[src/rtl/nbr_pkg.sv]
// shared types and constants of the nack broadcast receiver
`timescale 1ns / 1ps
package nbr_pkg;

	// missing list memory geometry
	localparam int unsigned LIST_DEPTH      = 32;
	localparam int unsigned LIST_AW         = $clog2(LIST_DEPTH);
	localparam int unsigned LIST_W          = 5;
	localparam int unsigned DEF_MAX_PACKETS = 32;

	// header opcodes
	localparam logic [1:0] OP_DATA     = 2'd0;
	localparam logic [1:0] OP_DATA_ACK = 2'd1;
	localparam logic [1:0] OP_DATA_END = 2'd2;
	localparam logic [1:0] OP_RETRANS  = 2'd3;

	// result actions
	localparam logic [1:0] ACT_STORE   = 2'd0;
	localparam logic [1:0] ACT_DROP    = 2'd1;
	localparam logic [1:0] ACT_MISSING = 2'd2;
	localparam logic [1:0] ACT_ERROR   = 2'd3;

	typedef struct packed {
		logic [1:0]  opcode;
		logic [15:0] round_number;
		logic [7:0]  packet_number;
		logic [15:0] data_end;
	} hdr_item_t;

	typedef struct packed {
		logic [1:0]  action;
		logic [4:0]  slot;
		logic        ack_now;
		logic [5:0]  missing_total;
		logic [4:0]  missing_packet;
		logic [15:0] ack_round;
		logic [15:0] fill_end_out;
		logic        round_finished;
		logic        last;
	} res_item_t;

endpackage

[src/rtl/nbr_ram.sv]
// generic single write port ram with registered read
`timescale 1ns / 1ps
module nbr_ram #(
	parameter int unsigned WIDTH = 8,
	parameter int unsigned DEPTH = 32
) (
	input  logic                     clk,
	input  logic                     wr_en,
	input  logic [$clog2(DEPTH)-1:0] wr_addr,
	input  logic [WIDTH-1:0]         wr_data,
	input  logic                     rd_en,
	input  logic [$clog2(DEPTH)-1:0] rd_addr,
	output logic [WIDTH-1:0]         rd_data
);

	logic [WIDTH-1:0] mem_q [DEPTH];

	// write port
	always_ff @(posedge clk) begin
		if (wr_en) begin
			mem_q[wr_addr] <= wr_data;
		end
	end

	// read port, data holds while no read is issued
	always_ff @(posedge clk) begin
		if (rd_en) begin
			rd_data <= mem_q[rd_addr];
		end
	end

endmodule

[src/rtl/nbr_core.sv]
// receiver control: header decode, gap walk into the missing list, ack run readout
`timescale 1ns / 1ps
module nbr_core import nbr_pkg::*; #(
	parameter int unsigned MAX_PACKETS = DEF_MAX_PACKETS
) (
	input  logic      clk,
	input  logic      arst_n,
	input  logic      hdr_valid,
	output logic      hdr_stall,
	input  hdr_item_t hdr,
	output logic      res_valid,
	input  logic      res_ready,
	output res_item_t res
);

	typedef enum logic [2:0] {
		ST_IDLE,
		ST_EVAL,
		ST_WALK,
		ST_DATA,
		ST_LIST
	} state_t;

	localparam logic [7:0] MAX_PN = 8'(MAX_PACKETS);

	state_t               state_q;
	hdr_item_t            item_q;
	logic [15:0]          cur_round_q;
	logic [5:0]           expected_q;
	logic [5:0]           miss_count_q;
	logic [5:0]           retrans_q;
	logic                 closing_q;
	logic [15:0]          fill_end_q;
	logic [LIST_AW-1:0]   idx_q;

	logic                 in_range;
	logic                 same_round;
	logic                 is_retrans;
	logic                 owed;
	logic                 data_ok;
	logic                 gap;
	logic [5:0]           next_expected;
	logic                 retrans_fin;
	logic                 head_fin;
	logic                 list_last;
	logic                 fire;

	logic                 wr_en;
	logic [LIST_AW-1:0]   wr_addr;
	logic [LIST_W-1:0]    wr_data;
	logic                 rd_en;
	logic [LIST_AW-1:0]   rd_addr;
	logic [LIST_W-1:0]    rd_data;

	// header classification
	assign in_range      = item_q.packet_number < MAX_PN;
	assign same_round    = item_q.round_number == cur_round_q;
	assign is_retrans    = item_q.opcode == OP_RETRANS;
	assign owed          = retrans_q != 6'd0;
	assign data_ok       = same_round && in_range && ({2'b00, expected_q} <= item_q.packet_number);
	assign gap           = {2'b00, expected_q} < item_q.packet_number;
	assign next_expected = item_q.packet_number[5:0] + 6'd1;
	assign retrans_fin   = (retrans_q == 6'd1) && closing_q;
	assign head_fin      = (item_q.opcode == OP_DATA_END) && (miss_count_q == 6'd0);
	assign list_last     = ({1'b0, idx_q} + 6'd1) == retrans_q;
	assign fire          = res_valid && res_ready;

	assign hdr_stall = state_q != ST_IDLE;

	// result formation
	always_comb begin
		res_valid          = 1'b0;
		res.action         = ACT_STORE;
		res.slot           = '0;
		res.ack_now        = 1'b0;
		res.missing_total  = '0;
		res.missing_packet = '0;
		res.ack_round      = cur_round_q;
		res.fill_end_out   = fill_end_q;
		res.round_finished = 1'b0;
		res.last           = 1'b0;
		unique case (state_q)
			ST_EVAL: begin
				if (is_retrans) begin
					res_valid = 1'b1;
					res.last  = 1'b1;
					if (!owed) begin
						res.action = ACT_ERROR;
					end else if (same_round && in_range) begin
						res.action         = ACT_STORE;
						res.slot           = item_q.packet_number[4:0];
						res.round_finished = retrans_fin;
					end else begin
						res.action         = ACT_DROP;
						res.round_finished = retrans_fin;
					end
				end else if (owed) begin
					res_valid  = 1'b1;
					res.last   = 1'b1;
					res.action = ACT_ERROR;
				end else if (!data_ok) begin
					res_valid  = 1'b1;
					res.last   = 1'b1;
					res.action = ACT_DROP;
				end
			end
			ST_DATA: begin
				res_valid        = 1'b1;
				res.action       = ACT_STORE;
				res.slot         = item_q.packet_number[4:0];
				res.fill_end_out = item_q.data_end;
				if (item_q.opcode == OP_DATA) begin
					res.last = 1'b1;
				end else begin
					res.ack_now        = 1'b1;
					res.missing_total  = miss_count_q;
					res.round_finished = head_fin;
					res.last           = miss_count_q == 6'd0;
				end
			end
			ST_LIST: begin
				res_valid          = 1'b1;
				res.action         = ACT_MISSING;
				res.ack_now        = 1'b1;
				res.missing_total  = retrans_q;
				res.missing_packet = rd_data;
				res.last           = list_last;
			end
			default: begin
			end
		endcase
	end

	// missing list accesses: append during the gap walk, read ahead during the ack run
	assign wr_en   = (state_q == ST_WALK) && gap && !miss_count_q[5];
	assign wr_addr = miss_count_q[LIST_AW-1:0];
	assign wr_data = expected_q[LIST_W-1:0];
	assign rd_en   = fire && (((state_q == ST_DATA) && (item_q.opcode != OP_DATA)
		&& (miss_count_q != 6'd0)) || ((state_q == ST_LIST) && !list_last));
	assign rd_addr = (state_q == ST_LIST) ? idx_q + LIST_AW'(1) : '0;

	nbr_ram #(
		.WIDTH(LIST_W),
		.DEPTH(LIST_DEPTH)
	) u_list (
		.clk    (clk),
		.wr_en  (wr_en),
		.wr_addr(wr_addr),
		.wr_data(wr_data),
		.rd_en  (rd_en),
		.rd_addr(rd_addr),
		.rd_data(rd_data)
	);

	// sequencer and receiver state
	always_ff @(posedge clk or negedge arst_n) begin
		if (!arst_n) begin
			state_q      <= ST_IDLE;
			item_q       <= '0;
			cur_round_q  <= '0;
			expected_q   <= '0;
			miss_count_q <= '0;
			retrans_q    <= '0;
			closing_q    <= 1'b0;
			fill_end_q   <= '0;
			idx_q        <= '0;
		end else begin
			unique case (state_q)
				ST_IDLE: begin
					if (hdr_valid) begin
						item_q  <= hdr;
						state_q <= ST_EVAL;
					end
				end
				ST_EVAL: begin
					if (is_retrans) begin
						if (fire) begin
							if (owed) begin
								retrans_q <= retrans_q - 6'd1;
								if (retrans_fin) begin
									cur_round_q  <= cur_round_q + 16'd1;
									expected_q   <= '0;
									miss_count_q <= '0;
									closing_q    <= 1'b0;
								end
							end
							state_q <= ST_IDLE;
						end
					end else if (owed || !data_ok) begin
						if (fire) begin
							state_q <= ST_IDLE;
						end
					end else begin
						state_q <= ST_WALK;
					end
				end
				ST_WALK: begin
					if (gap) begin
						if (!miss_count_q[5]) begin
							miss_count_q <= miss_count_q + 6'd1;
						end
						expected_q <= expected_q + 6'd1;
					end else begin
						state_q <= ST_DATA;
					end
				end
				ST_DATA: begin
					if (fire) begin
						fill_end_q <= item_q.data_end;
						if (item_q.opcode == OP_DATA) begin
							expected_q <= next_expected;
							state_q    <= ST_IDLE;
						end else begin
							retrans_q    <= miss_count_q;
							miss_count_q <= '0;
							// end of transmission with nothing missing closes the round
							if (head_fin) begin
								cur_round_q <= cur_round_q + 16'd1;
								expected_q  <= '0;
								closing_q   <= 1'b0;
							end else begin
								expected_q <= next_expected;
								if (item_q.opcode == OP_DATA_END) begin
									closing_q <= 1'b1;
								end
							end
							if (miss_count_q == 6'd0) begin
								state_q <= ST_IDLE;
							end else begin
								idx_q   <= '0;
								state_q <= ST_LIST;
							end
						end
					end
				end
				ST_LIST: begin
					if (fire) begin
						if (list_last) begin
							state_q <= ST_IDLE;
						end else begin
							idx_q <= idx_q + LIST_AW'(1);
						end
					end
				end
				default: begin
					state_q <= ST_IDLE;
				end
			endcase
		end
	end

endmodule

[src/rtl/nack_broadcast_receiver_unit.sv]
// top level of the nack broadcast receiver with its result output register
//
//  channel  direction  payload     handshake
//  hdr      in         hdr_item_t  hdr_valid / hdr_stall
//  res      out        res_item_t  res_valid / res_stall
//
// a header is taken while the core is idle and classified in the next cycle,
// where a drop, error or retransmission gives its one result, so such a header
// holds the input until that result is taken. a data header walks the skipped
// numbers one per cycle through the missing list write port, then gives its
// result, and an ack follows with one missing entry per cycle read from the
// list memory while the output is not stalled.
// results leave through one output register, in the cycle after the core.
// reset clears all receiver state; the missing list needs no clearing.
// a stalled result holds the core, which takes the next header once idle.
`timescale 1ns / 1ps
module nack_broadcast_receiver_unit import nbr_pkg::*; #(
	parameter int unsigned MAX_PACKETS = DEF_MAX_PACKETS
) (
	input  logic      clk,
	input  logic      arst_n,
	input  logic      hdr_valid,
	output logic      hdr_stall,
	input  hdr_item_t hdr,
	output logic      res_valid,
	input  logic      res_stall,
	output res_item_t res
);

	logic      core_valid;
	logic      core_ready;
	res_item_t core_res;
	logic      out_valid_q;
	res_item_t out_q;

	assign core_ready = !out_valid_q || !res_stall;

	nbr_core #(
		.MAX_PACKETS(MAX_PACKETS)
	) u_core (
		.clk      (clk),
		.arst_n   (arst_n),
		.hdr_valid(hdr_valid),
		.hdr_stall(hdr_stall),
		.hdr      (hdr),
		.res_valid(core_valid),
		.res_ready(core_ready),
		.res      (core_res)
	);

	// output register
	always_ff @(posedge clk or negedge arst_n) begin
		if (!arst_n) begin
			out_valid_q <= 1'b0;
		end else if (core_ready) begin
			out_valid_q <= core_valid;
		end
	end

	always_ff @(posedge clk) begin
		if (core_ready && core_valid) begin
			out_q <= core_res;
		end
	end

	assign res_valid = out_valid_q;
	assign res       = out_q;

endmodule

[config.mk]
export PLATFORM = sky130hd
export DESIGN_NAME = nack_broadcast_receiver_unit
export DESIGN_NICKNAME = d
export VERILOG_FILES = /design/src/rtl/nbr_pkg.sv /design/src/rtl/nbr_ram.sv /design/src/rtl/nbr_core.sv /design/src/rtl/nack_broadcast_receiver_unit.sv
export SDC_FILE = /design/constraint.sdc
export NUM_CORES = 1
export LEC_CHECK = 0
export BUFFER_PORTS_ARGS = -buffer_cell sky130_fd_sc_hd__clkbuf_2
export CAP_MARGIN = 20
export CORE_MARGIN = 10
export CORE_UTILIZATION = 55
export CTS_BUF_LIST = sky130_fd_sc_hd__clkbuf_8
export CTS_CLUSTER_SIZE = 40
export DETAILED_ROUTE_END_ITERATION = 8
export HOLD_SLACK_MARGIN = 0.05
export PLACE_DENSITY = 0.74
export SLEW_MARGIN = 15
export SYNTH_ARGS = -nofsm -noshare
export SYNTH_HDL_FRONTEND = slang
export SYNTH_HIERARCHICAL = 1
export SYNTH_SLANG_ARGS = --single-unit
[constraint.sdc]
create_clock -name clk -period 4.4 [get_ports clk]
set_input_delay 0.44 -clock clk [delete_from_list [all_inputs] [get_ports clk]]
set_output_delay 0.44 -clock clk [all_outputs]
set_load 0.005 [all_outputs]
; ---- Word level (Yosys, flattened, before mapping)
; Memories as Yosys holds them, arrays and structs flattened. A register that Yosys moved wholly into a read port is not among the register bits.
; Index checks and enable logic that the tools add are counted.
[classes]
eq_ne = 25
add_sub_neg = 7
magnitude_cmp = 3
mux = 80
reduce_logical = 40
[op_table]
columns = cell, n
row1 = 16-bit 2-to-1 mux, 8
row2 = 6-bit 2-to-1 mux, 17
row3 = 5-bit 2-to-1 mux, 9
row4 = 6-bit case mux with 3 select lines, 2
row5 = 16-bit case mux with 2 select lines, 1
row6 = 3-bit 2-to-1 mux, 10
row7 = 8-bit AND reduction, 3
row8 = 5-bit case mux with 2 select lines, 2
row9 = 1-bit 2-to-1 mux, 19
row10 = 6-bit by 1-bit adder with 6-bit output (second input constant), 3
row11 = 2-bit by 1-bit inequality test with 1-bit output (second input constant), 9
row12 = 16-bit by 1-bit adder with 16-bit output (second input constant), 1
row13 = 16-bit == test, 1
row14 = 3-bit case mux with 5 select lines, 1
row15 = 7-bit case mux with 2 select lines, 1
row16 = 2-bit inequality test (second input constant), 6
row17 = 6-bit case mux with 2 select lines, 1
row18 = 6-bit AND reduction, 2
row19 = 6-bit nonzero test, 2
row20 = 1-bit logical AND, 11
row21 = 9-bit AND reduction, 1
row22 = 6-bit by 8-bit <= comparator with 1-bit output, 1
row23 = 6-bit by 8-bit less-than comparator with 1-bit output, 1
row24 = 8-bit by 6-bit less-than comparator with 1-bit output (second input constant), 1
row25 = 26 further kinds, 42
[word_totals]
input_bits = 46
mem_count = 1
ramBits = 160
output_inout_bits = 55
word_cells = 179
regBits = 155
[memory_table]
columns = memory, depth, word_bits, rd, rd_ports_with_merged_regs, wr, line
row1 = u_core.u_list.mem_q, 32, 5, 1, 1, 1, nbr_ram.sv:16  ; logic [WIDTH-1:0] mem_q [DEPTH];

; ---- Logic depth before layout (Yosys ltp)
; Gate-level depths: netlist of the first run.
[depth]
ltp_word = 12
mapped_depth = 10
ltp_nobuf = 9

; ---- Hierarchy
; Netlist of the first run, hierarchy kept.
[modules_own_cells]
columns = mod, cells_each, instances, area_each_um2, seq_area_each_um2
row1 = nbr_ram, 277, 1, 6394.9, 4954.8
row2 = nbr_core, 564, 1, 5566.6, 2527.4
row3 = nack_broadcast_receiver_unit, 57, 1, 1639.1, 1616.6

; ---- Worst setup path before layout of the first run
; OpenSTA, ideal clock, no wires.
[synth_path]
kind = flip-flop to flip-flop
start = register u_core.expected_q[0]
end = register out_q, in the netlist res[0] (enable)
stages_incl_launch_ff = 10
period_less_slack_ns = 3.677
t_required_ns = 3.972
t_arrival_ns = 3.249
path_slack_ns = 0.723
n_path_buf = 0
setup_time_ns = 0.428
cell_sequence = dfrtp_1 > inv_1 > ha_1 > nor2b_1 > o31ai_1 > a21oi_1 > a21o_1 > o31ai_1 > nand2_1 > a21boi_2
[synth_via]
elab_chain_len = 7
[synth_rtl]
columns = item, line
row1 = "start, declared", nbr_core.sv:29  ; logic [5:0] expected_q;
row2 = "start signal, assigned", nbr_core.sv:202  ; expected_q <= expected_q + 6'd1;
row3 = "start signal, assigned", nbr_core.sv:211  ; expected_q <= next_expected;
row4 = "start signal, assigned", nbr_core.sv:222  ; expected_q <= next_expected;
row5 = 6-bit by 8-bit <= comparator with 1-bit output, nbr_core.sv:60  ; assign data_ok = same_round && in_range && ({2'b00, expected_q} <= item_q.packet_number);
row6 = 1-bit logical AND, nbr_core.sv:60
row7 = 1-bit 2-to-1 mux, nbr_core.sv:101  ; end else if (!data_ok) begin
row8 = 1-bit 2-to-1 mux, nbr_core.sv:97  ; end else if (owed) begin
row9 = 1-bit 2-to-1 mux, nbr_core.sv:84  ; if (is_retrans) begin
row10 = 1-bit case mux with 2 select lines, nbr_core.sv:82  ; unique case (state_q)
row11 = via core_valid, nack_broadcast_receiver_unit.sv:30  ; logic core_valid;
row12 = 1-bit logical AND, nack_broadcast_receiver_unit.sv:61  ; if (core_ready && core_valid) begin
row13 = "end signal, assigned", nack_broadcast_receiver_unit.sv:62  ; out_q <= core_res;
row14 = "end, declared", nack_broadcast_receiver_unit.sv:34  ; res_item_t out_q;
; The timed path passes the listed nets, and every way through them passes these cells.
; A chain may end at the register's enable or synchronous reset.

; ---- Worst setup path in the final report of the first run
[layout_path]
start = register u_core.state_q[1]
end = register u_core.u_list.rd_data[3] (read register of u_core.u_list.mem_q), data pin
[layout_via]
elab_cells_between_ends = 12
classes_between = eq/ne: 3 / mux: 2 / reduce/logical: 7
[layout_rtl]
columns = item, line
row1 = "start, declared", nbr_core.sv:26  ; state_t state_q;
row2 = "start signal, assigned", nbr_core.sv:158  ; state_q <= ST_IDLE;
row3 = "start signal, assigned", nbr_core.sv:172  ; state_q <= ST_EVAL;
row4 = "start signal, assigned", nbr_core.sv:187  ; state_q <= ST_IDLE;
row5 = 3-bit == test, nbr_core.sv:140  ; assign rd_addr = (state_q == ST_LIST) ? idx_q + LIST_AW'(1) : '0;
row6 = 5-bit 2-to-1 mux, nbr_core.sv:140
row7 = via u_core.rd_addr[0], nbr_core.sv:52  ; logic [LIST_AW-1:0] rd_addr;
row8 = "end, declared", nbr_ram.sv:13  ; output logic [WIDTH-1:0] rd_data
; The timed path passes the listed nets, and every way through them passes these cells.

==> results, run 1 <==
- The run finished with clean final reports.
- The hold buffer count at cts is 0.
- The via count of the first global-routing pass was 8222.
- The portion of total power attributed to the clock network is 36.4%.
- The number of instances in the synthesized netlist is 898.
- Static timing analysis puts the maximum clock frequency at 0.289 GHz.
- In this run the remaining antenna-violating nets after routing total 0.
- Row generation in the floorplan step produced 57 rows.
- The final cycle utilization of the critical path is 78.5%.
- The kind of path behind the tightest hold check is in2async.
- The cell area after synthesis is 0.0136 sq mm.
- Setup violations remaining at the end of the flow were counted as 0.
- The post-route netlist has 29.6% of its cells at a drive strength greater than 1.
- The number of CTS-inserted buffers is 50.
- The overall routing resource usage is 19.1%.
- The total setup buffers inserted after CTS is 0.
- The largest vdd supply drop is 0.287 mV.
- In this run, synthesis produced a sequential element count of 320.
- Before antenna repair, the detailed router went through 8 iterations.
- For this run, design rule violations remaining after detail routing come to 0.
- The cell with the most instances on the worst path is sky130_fd_sc_hd__mux4_2.
- The highest-delay cell along the critical path is sky130_fd_sc_hd__dfrtp_1.
- The number of sinks driven by the clock tree is 320.
- The category of the most critical setup path is reg2reg.
- The routed design could run at a clock period as short as 3460 ps.
- The post-cts gate resize count is 0.
- In this run the number of H-tree levels came out at 2.
- Summed over all nets, the switching power comes to 1.68 mW.
- The synthesized design contains 218 enable-type register cells.
- Summing the sequential cell areas from Yosys gives 66.9% of the chip area.
- For the final routed database, the setup TNS stands at 0 ps.
- Internal power comes to 5.02 mW.
- Per report_power, the sequential group accounts for 53.4% of the total.
- The per-instance average area after synthesis is 15.1 sq um.
- The launching element of the worst setup path is u_core/state_q[1].
- Port buffering added 100 buffers.
- The layout overhead on the synthesized area is 13.8%.
- After filler insertion, the fill cell instance count of the layout stands at 1720.
- The final weighted congestion in routability-driven placement is 0.876.
- The first global-routing pass estimated 46900 um of wire.
- The final count of hold timing violations is 0.
- The destination of the worst register-to-register timing path is u_core/u_list/rd_data[3].
- Of all nets on the critical path, the largest fanout is 40.
- The total power draw is 6.70 mW.
- Setup repair after global routing left no endpoint under its margin.
- In this run, the number of DRC markers left after iteration 0 of detailed routing was 845.
- The share of synthesized flip-flops with an asynchronous set or reset is 31.9%.
- The register-to-register setup slack is 940 ps.
- Traced cell by cell, the critical path runs through inv_1 > nand2b_1 > nor2_4 > buf_12 > mux4_2 > mux4_2 > mux2_2.
- TritonCTS built the clock tree.
- The number of vias per cell after detailed routing is 5.90.
- The total nets after synthesis is 959.
- The number of max-slew violations in the final report is 0.
- Yosys printed 6 warnings.
- The number of instances in the placed design is 1297.
- The maximum number of pins on one net before global-route repair is 77.
- After legalization and detailed placement, the total HPWL measured 19600 um.
- The later pin in the worst-skew pair is clocked with a latency of 560 ps.
- On the worst path, the slowest cell contributes a delay of 560 ps.
- Counting both buffers and inverters, the worst setup path holds a total of 2.
- The average detailed-routed wire length per instance is 21.5 um.
- The leakage power total is 5.89 nW.
- The placeable core region is 0.0243 sq mm.
- The starting density of the core is 55.9%.
- After clock tree synthesis, the clock-pin slew on the worst setup and hold paths is 60 ps.
- At the pin with the least slew margin, the transition time is 1080 ps.
- The data arrival time at the worst-slack endpoint is 3760 ps.
- The worst clock skew is 15.1 ps.
- Pin placement for this block handled 101 I/O pins.
- The die covers 0.0314 sq mm.
- Counting along the longest clock path gives a buffer depth of 3.
- The total grt overflow is 0.
- The overall die width is 177 um.
- The final hold slack is 19.4 ps.
- Measured in cells, the most critical reg-to-reg path has a length of 7.
- Across the run, the number of max-cap violations was 0.
- The final layout contains 1086 nets.
- In this run the power density over the cells is 433 mW/mm^2.
- The total vias in the final route is 8172.
- The origin of the critical flop-to-flop path is u_core/state_q[1].
- The die is 177 um tall.
- The endpoint kind of the worst setup timing path is a register.
- Summed over all layers, the routed wires come to 29800 um.
- The initial antenna violation count is 0.
- The share of total power consumed by net switching is 25.0%.
- STA classifies the critical path startpoint as a register.
- After the flow finishes, the layout carries non-filler instances totaling 1385.
- STA puts the critical path data required time at 4700 ps.
- For this run, the leading register cell type out of synthesis is sky130_fd_sc_hd__edfxtp_1.
- The worst pin sits at a relative slew slack of 27.8%.
- Combinational cells account for 10.2% of the total power.
- The repair_antennas step left the layout with diodes totalling 0.
- The critical path's top delay family is multiplexers.
- The library cell used as clock root buffer is sky130_fd_sc_hd__clkbuf_8.
- In this run, distinct cell masters in the synthesized netlist total 55.
[how the worst max path moves through the flow]
stage	endpoint	slack, ps	depth (start not counted)
2_1_floorplan	res[0]	720	9
3_3_place_gp	u_core/u_list/rd_data[3]	1090	7
3_5_place_dp	u_core/u_list/rd_data[3]	980	7
4_1_cts	u_core/u_list/rd_data[3]	960	7
5_1_grt	u_core/u_list/rd_data[3]	790	7
6_report	u_core/u_list/rd_data[3]	940	7
[Yosys cell counts (all sizes together), types with 8 or more instances]
library cell | instances | area share, %
nand4 | 10 | 0.57
mux2 | 62 | 5.1
o21ai | 28 | 1.0
edfxtp | 218 | 48
nand2b | 9 | 0.41
dfrtp | 102 | 19
clkbuf | 28 | 0.77
nor3 | 20 | 0.74
buf | 10 | 0.38
nand3 | 22 | 0.81
inv | 20 | 0.55
mux4 | 50 | 8.3
ha | 15 | 1.4
xnor2 | 34 | 2.2
nor2 | 60 | 1.7
and2 | 8 | 0.37
nand2 | 92 | 2.5
xor2 | 11 | 0.71
a21oi | 22 | 0.81
[stage by stage]
| stage | util, % | area, sq um | setup slack (ps) |
|---|---|---|---|
| 2_1_floorplan | - | 13600 | 723 |
| 3_3_place_gp | 59.6 | 14500 | 1090 |
| 3_5_place_dp | 59.6 | 14500 | 978 |
| 4_1_cts | 63.6 | 15500 | 956 |
| 5_1_grt | 63.6 | 15500 | 795 |
| 6_report | 63.6 | 15500 | 944 |
[area by class of cell]
cell class | instances | area (sq um) | share of cell area [%]
Clock buffer | 59 | 812 | 5.25
Clock inverter | 29 | 178 | 1.15
Inverter | 20 | 75.1 | 0.485
Multi-Input combinational cell | 520 | 4290 | 27.7
Sequential cell | 320 | 9100 | 58.8
Tap cell | 324 | 405 | 2.62
Timing Repair Buffer | 113 | 613 | 3.96
[flip-flops by register name, indices dropped and copies added (netlist names), 3 cells and up]
register	count
u_core/miss_count_q	6
u_core/cur_round_q	16
u_core/u_list/rd_data	5
u_core/expected_q	6
u_core/item_q	42
u_core/state_q	3
u_core/fill_end_q	16
u_core/retrans_q	6
res	53
u_core/u_list/mem_q	160
u_core/idx_q	5
[cells in the final DEF (no fill, tap or decap), types with 4 or more instances in the layout]
master	instances
sky130_fd_sc_hd__clkinv_2	10
sky130_fd_sc_hd__inv_1	32
sky130_fd_sc_hd__a22o_1	5
sky130_fd_sc_hd__ha_1	15
sky130_fd_sc_hd__nand3_1	22
sky130_fd_sc_hd__a21oi_1	22
sky130_fd_sc_hd__nor3_1	20
sky130_fd_sc_hd__edfxtp_1	218
sky130_fd_sc_hd__nand4_1	9
sky130_fd_sc_hd__nor2_1	58
sky130_fd_sc_hd__mux2_2	62
sky130_fd_sc_hd__and3_1	5
sky130_fd_sc_hd__clkinv_1	4
sky130_fd_sc_hd__nand2b_1	9
sky130_fd_sc_hd__nand2_1	92
sky130_fd_sc_hd__dfrtp_1	102
sky130_fd_sc_hd__xnor2_1	34
sky130_fd_sc_hd__nor4_1	4
sky130_fd_sc_hd__o41ai_1	4
sky130_fd_sc_hd__o21ai_0	28
sky130_fd_sc_hd__buf_4	13
sky130_fd_sc_hd__clkbuf_8	59
sky130_fd_sc_hd__mux4_2	50
sky130_fd_sc_hd__xor2_1	11
sky130_fd_sc_hd__clkbuf_2	99
sky130_fd_sc_hd__mux2i_1	4
sky130_fd_sc_hd__and2_1	8
sky130_fd_sc_hd__nand3b_1	6
sky130_fd_sc_hd__nor2b_1	4
[logic make-up (layout without fill, tap and decap cells)]
group / Yosys count / after routing / synth area share, %
DFF: 320 / 320 / 66.9
and+or+nand+nor: 260 / 260 / 9.34
muxes: 116 / 116 / 13.7
AOI/OAI and AO/OA: 83 / 83 / 3.90
buffers and inverters: 58 / 221 / 1.70
xor gates and xnor gates: 46 / 46 / 3.07
adders and majority gates: 15 / 15 / 1.38
[power groups by stage]
stage          logic, mW  clock network, mW  registers [mW]
4_1_cts            0.682               2.49            3.57
2_1_floorplan      0.491                  0            3.56
6_report           0.681               2.44            3.58
5_1_grt            0.756               2.63            3.60
3_5_place_dp       0.677                  0            3.63
3_3_place_gp       0.653                  0            3.62
[per-layer routing]
layer  vias to the layer above  global-route usage (%)  share of wire, %
li1                       3635                       -                 -
met1                      4092                    27.5                43
met2                       408                    28.2                46
met3                        37                    5.21                10
met4                         0                    4.83               1.5
met5                         -                       0                 0
Power figures use the tool's default switching activity.
==> run 2, diff against run 1 <==
- PLACE_DENSITY: 0.74 -> 0.77
- clock period: 4.4 -> 2.9 ns (I/O delays scaled with it)
==> results, run 2 (synthesis gave the netlist of run 1 again) <==
- For this block, the initial DRC count from the detailed router was 717.
- The fmax is 0.354 GHz.
- After the last flow step, the layout net total stands at 1184.
- The library cells used most frequently in the layout, excluding fill and tap cells, are 218 x sky130_fd_sc_hd__edfxtp_1, 99 x sky130_fd_sc_hd__clkbuf_2, 97 x sky130_fd_sc_hd__dfrtp_1, 92 x sky130_fd_sc_hd__nand2_1, 62 x sky130_fd_sc_hd__mux2_2.
- The overall die width is 177 um.
- Before CTS, the worst setup slack after placement is 70.0 ps.
- The cell area after layout is 0.0164 sq mm.
- The final count of hold timing violations is 0.
- The worst-skew pair later-pin latency is 580 ps.
- The startpoint type of the worst setup path is a register.
- The data arrival time at the worst-slack endpoint is 3050 ps.
- At the worst endpoint, the required time is 3130 ps.
- After floorplanning, the core was sized to cover 0.0243 sq mm.
- The maximum fanout along the worst path is 8.
- In this run the tool buffered the top-level ports with 100 buffer cells.
- STA classifies the critical path endpoint as a register.
- The number of sinks driven by the clock tree is 320.
- The number of diodes added for antenna fixing is 0.
- The number of clock buffers added by TritonCTS is 50.
- The pre-antenna-repair detailed-routing pass consisted of 5 iterations.
- The final hold slack is 197 ps.
- The worst setup path is of the reg2reg kind.
- After global routing the overflow that remains totals 0.
- The switching power summed over all nets is 2.66 mW.
- Counting along the longest clock path gives a buffer depth of 3.
- Row generation in the floorplan step produced 57 rows.
- The post-detailed-route DRC marker count is 0.
- The register containing the most flip-flops in the final layout is u_core/u_list/mem_q.
- The tool flagged a number of max-cap violations equal to 0.
- The routing usage on met1 is 26.8%.
- The worst clock skew is 26.2 ps.
- Setup violations remaining at the end of the flow were counted as 0.
- Summed over all cells, the static leakage comes to 6.36 nW.
- The final worst slack is 76.4 ps.
- TritonCTS built the clock tree.
- Power spread over the standard cell area amounts to 627 mW/mm^2.
- Total power for the finished layout comes to 10.3 mW.
- Once the floorplan was initialized, standard cells occupied 55.9% of the core.
- The number of vias per cell after detailed routing is 5.77.
- The routed layout has 8587 vias.
- Summing all placed instances gives a cell area of 0.0150 sq mm.
- The layout overhead on the synthesized area is 20.9%.
- At the pin with the least slew margin, the transition time is 1010 ps.
- In this run the tightest slew margin relative to its limit is 32.5%.
- In this run the clock root is driven by a sky130_fd_sc_hd__clkbuf_8.
- The most crowded layer after global routing is met2.
- In this run the worst hold path is classified as in2reg.
- After clock tree synthesis, the clock-pin slew on the worst setup and hold paths is 60 ps.
- The number of flip-flops under the largest register name is 160.
- The initial antenna violation count is 0.
- The portion of total power attributed to the clock network is 35.4%.
- Detailed placement finished with a half-perimeter wire length of 20200 um.
- The number of top-level pins is 101.
- The congestion estimate from routability-driven global placement came to 0.849.
- The leading cell type in the layout, fill and taps excluded is sky130_fd_sc_hd__edfxtp_1.
- The combinational power share is 12.6%.
- The internal portion of the total power is 7.65 mW.
- The relative contribution of sequential cells to total power is 52.0%.
- In the global route stage, met3 resource usage came out at 4.20%.
- After detailed routing, the total wire length is 31100 um.
- Setup repair after global routing could not meet its margin everywhere.
- The overall routing resource usage is 19.7%.
- The global routing met2 resource utilization is 31.5%.
- The run finished with clean final reports.
- Entering global routing, the biggest net connects 55 pins.
- The global-route wire length before repair is 48600 um.
- The area of the die is 0.0314 sq mm.
- Net switching is 25.8% of the power.
- The average detailed-routed wire length per instance is 20.9 um.
- The largest vdd supply drop is 0.419 mV.
- The count of nets left with antenna violations once routing finished came out at 0.
- The y dimension of the die is 177 um.
- The H-tree was split into 2 levels.
- The via count of the first global-routing pass is 8722.
- The number of max-slew violations in the final report was 0.
- The routed design could run at a clock period as short as 2820 ps.
- The proportion of layout cells with a drive suffix above 1 is 32.6%.
- The final cycle utilization of the critical path is 97.4%.
==> run 2: cell count changes in the layout (fill, tap and decap cells not counted), moves of 7 or more <==
cell / change
sky130_fd_sc_hd__clkinv_1: +7
sky130_fd_sc_hd__buf_4: +46
sky130_fd_sc_hd__buf_12: +8
sky130_fd_sc_hd__dlygate4sd3_1: +44
==> run 2: final timing paths <==
path | startpoint | to | slack (ps) | cells after the start
setup / recovery | u_core/item_q[17] | u_core/u_list/mem_q[8][4] | 80 | 8
hold / removal | hdr_valid | u_core/state_q[0] | 200 | 3
setup reg to reg | u_core/item_q[17] | u_core/u_list/mem_q[8][4] | 80 | 8
hold reg to reg | u_core/fill_end_q[2] | u_core/fill_end_q[2] | 510 | 1
max in group asynchronous | arst_n | u_core/item_q[29] | 1880 | 3
min in group asynchronous | arst_n | u_core/item_q[6] | 330 | 2
==> run 2: power by group through the flow <==
stage / combinational [mW] / clock [mW] / sequential (mW)
after floorplan: 0.751 / 0 / 5.40
after global placement: 1.18 / 0 / 5.44
after detailed placement: 1.21 / 0 / 5.45
after CTS: 1.26 / 3.72 / 5.36
after global routing: 1.41 / 3.90 / 5.39
final: 1.30 / 3.65 / 5.36
==> run 2: per-layer routing <==
layer	up-vias	part of all wire [%]
met5	-	0
met4	0	1.9
met3	57	7.6
met2	360	50
met1	4332	41
li1	3838	-
==> run 2: cell type report <==
cell class	instances	area, sq um
clock buffers	54	743
clock inverters	39	226
fillers	1584	7870
inverters	20	75.1
multi-input cells	520	4330
flip-flops and latches	320	9100
well taps	324	405
repair buffers	211	1560
==> run 2: per-stage QoR <==
| step | utilization, % | setup TNS [ps] | instances |
|---|---|---|---|
| after floorplan | - | -5300 | 898 |
| after global placement | 61.6 | 0 | 1347 |
| after detailed placement | 61.6 | 0 | 1347 |
| after CTS | 67.4 | 0 | 1484 |
| after global routing | 67.6 | -2350 | 1488 |
| final | 67.6 | 0 | 1488 |
==> run 2: worst max-delay path, stage by stage, from the launching register on <==
cell	delay, ps
sky130_fd_sc_hd__dfrtp_1	400
sky130_fd_sc_hd__inv_1	140
sky130_fd_sc_hd__ha_4	220
sky130_fd_sc_hd__nor2b_1	120
sky130_fd_sc_hd__o31ai_1	240
sky130_fd_sc_hd__a21oi_2	160
sky130_fd_sc_hd__nor3_4	180
sky130_fd_sc_hd__or3b_2	610
sky130_fd_sc_hd__nor2_1	410
==> run 2: timing repair <==
item / 4_1_cts / 5_1_grt
hold buffers: 44 / 0
endpoints found under the hold margin: 95 / 0
gates resized for setup: 0 / 5
setup endpoints to repair: 0 / 97
buffers inserted: 0 / 4
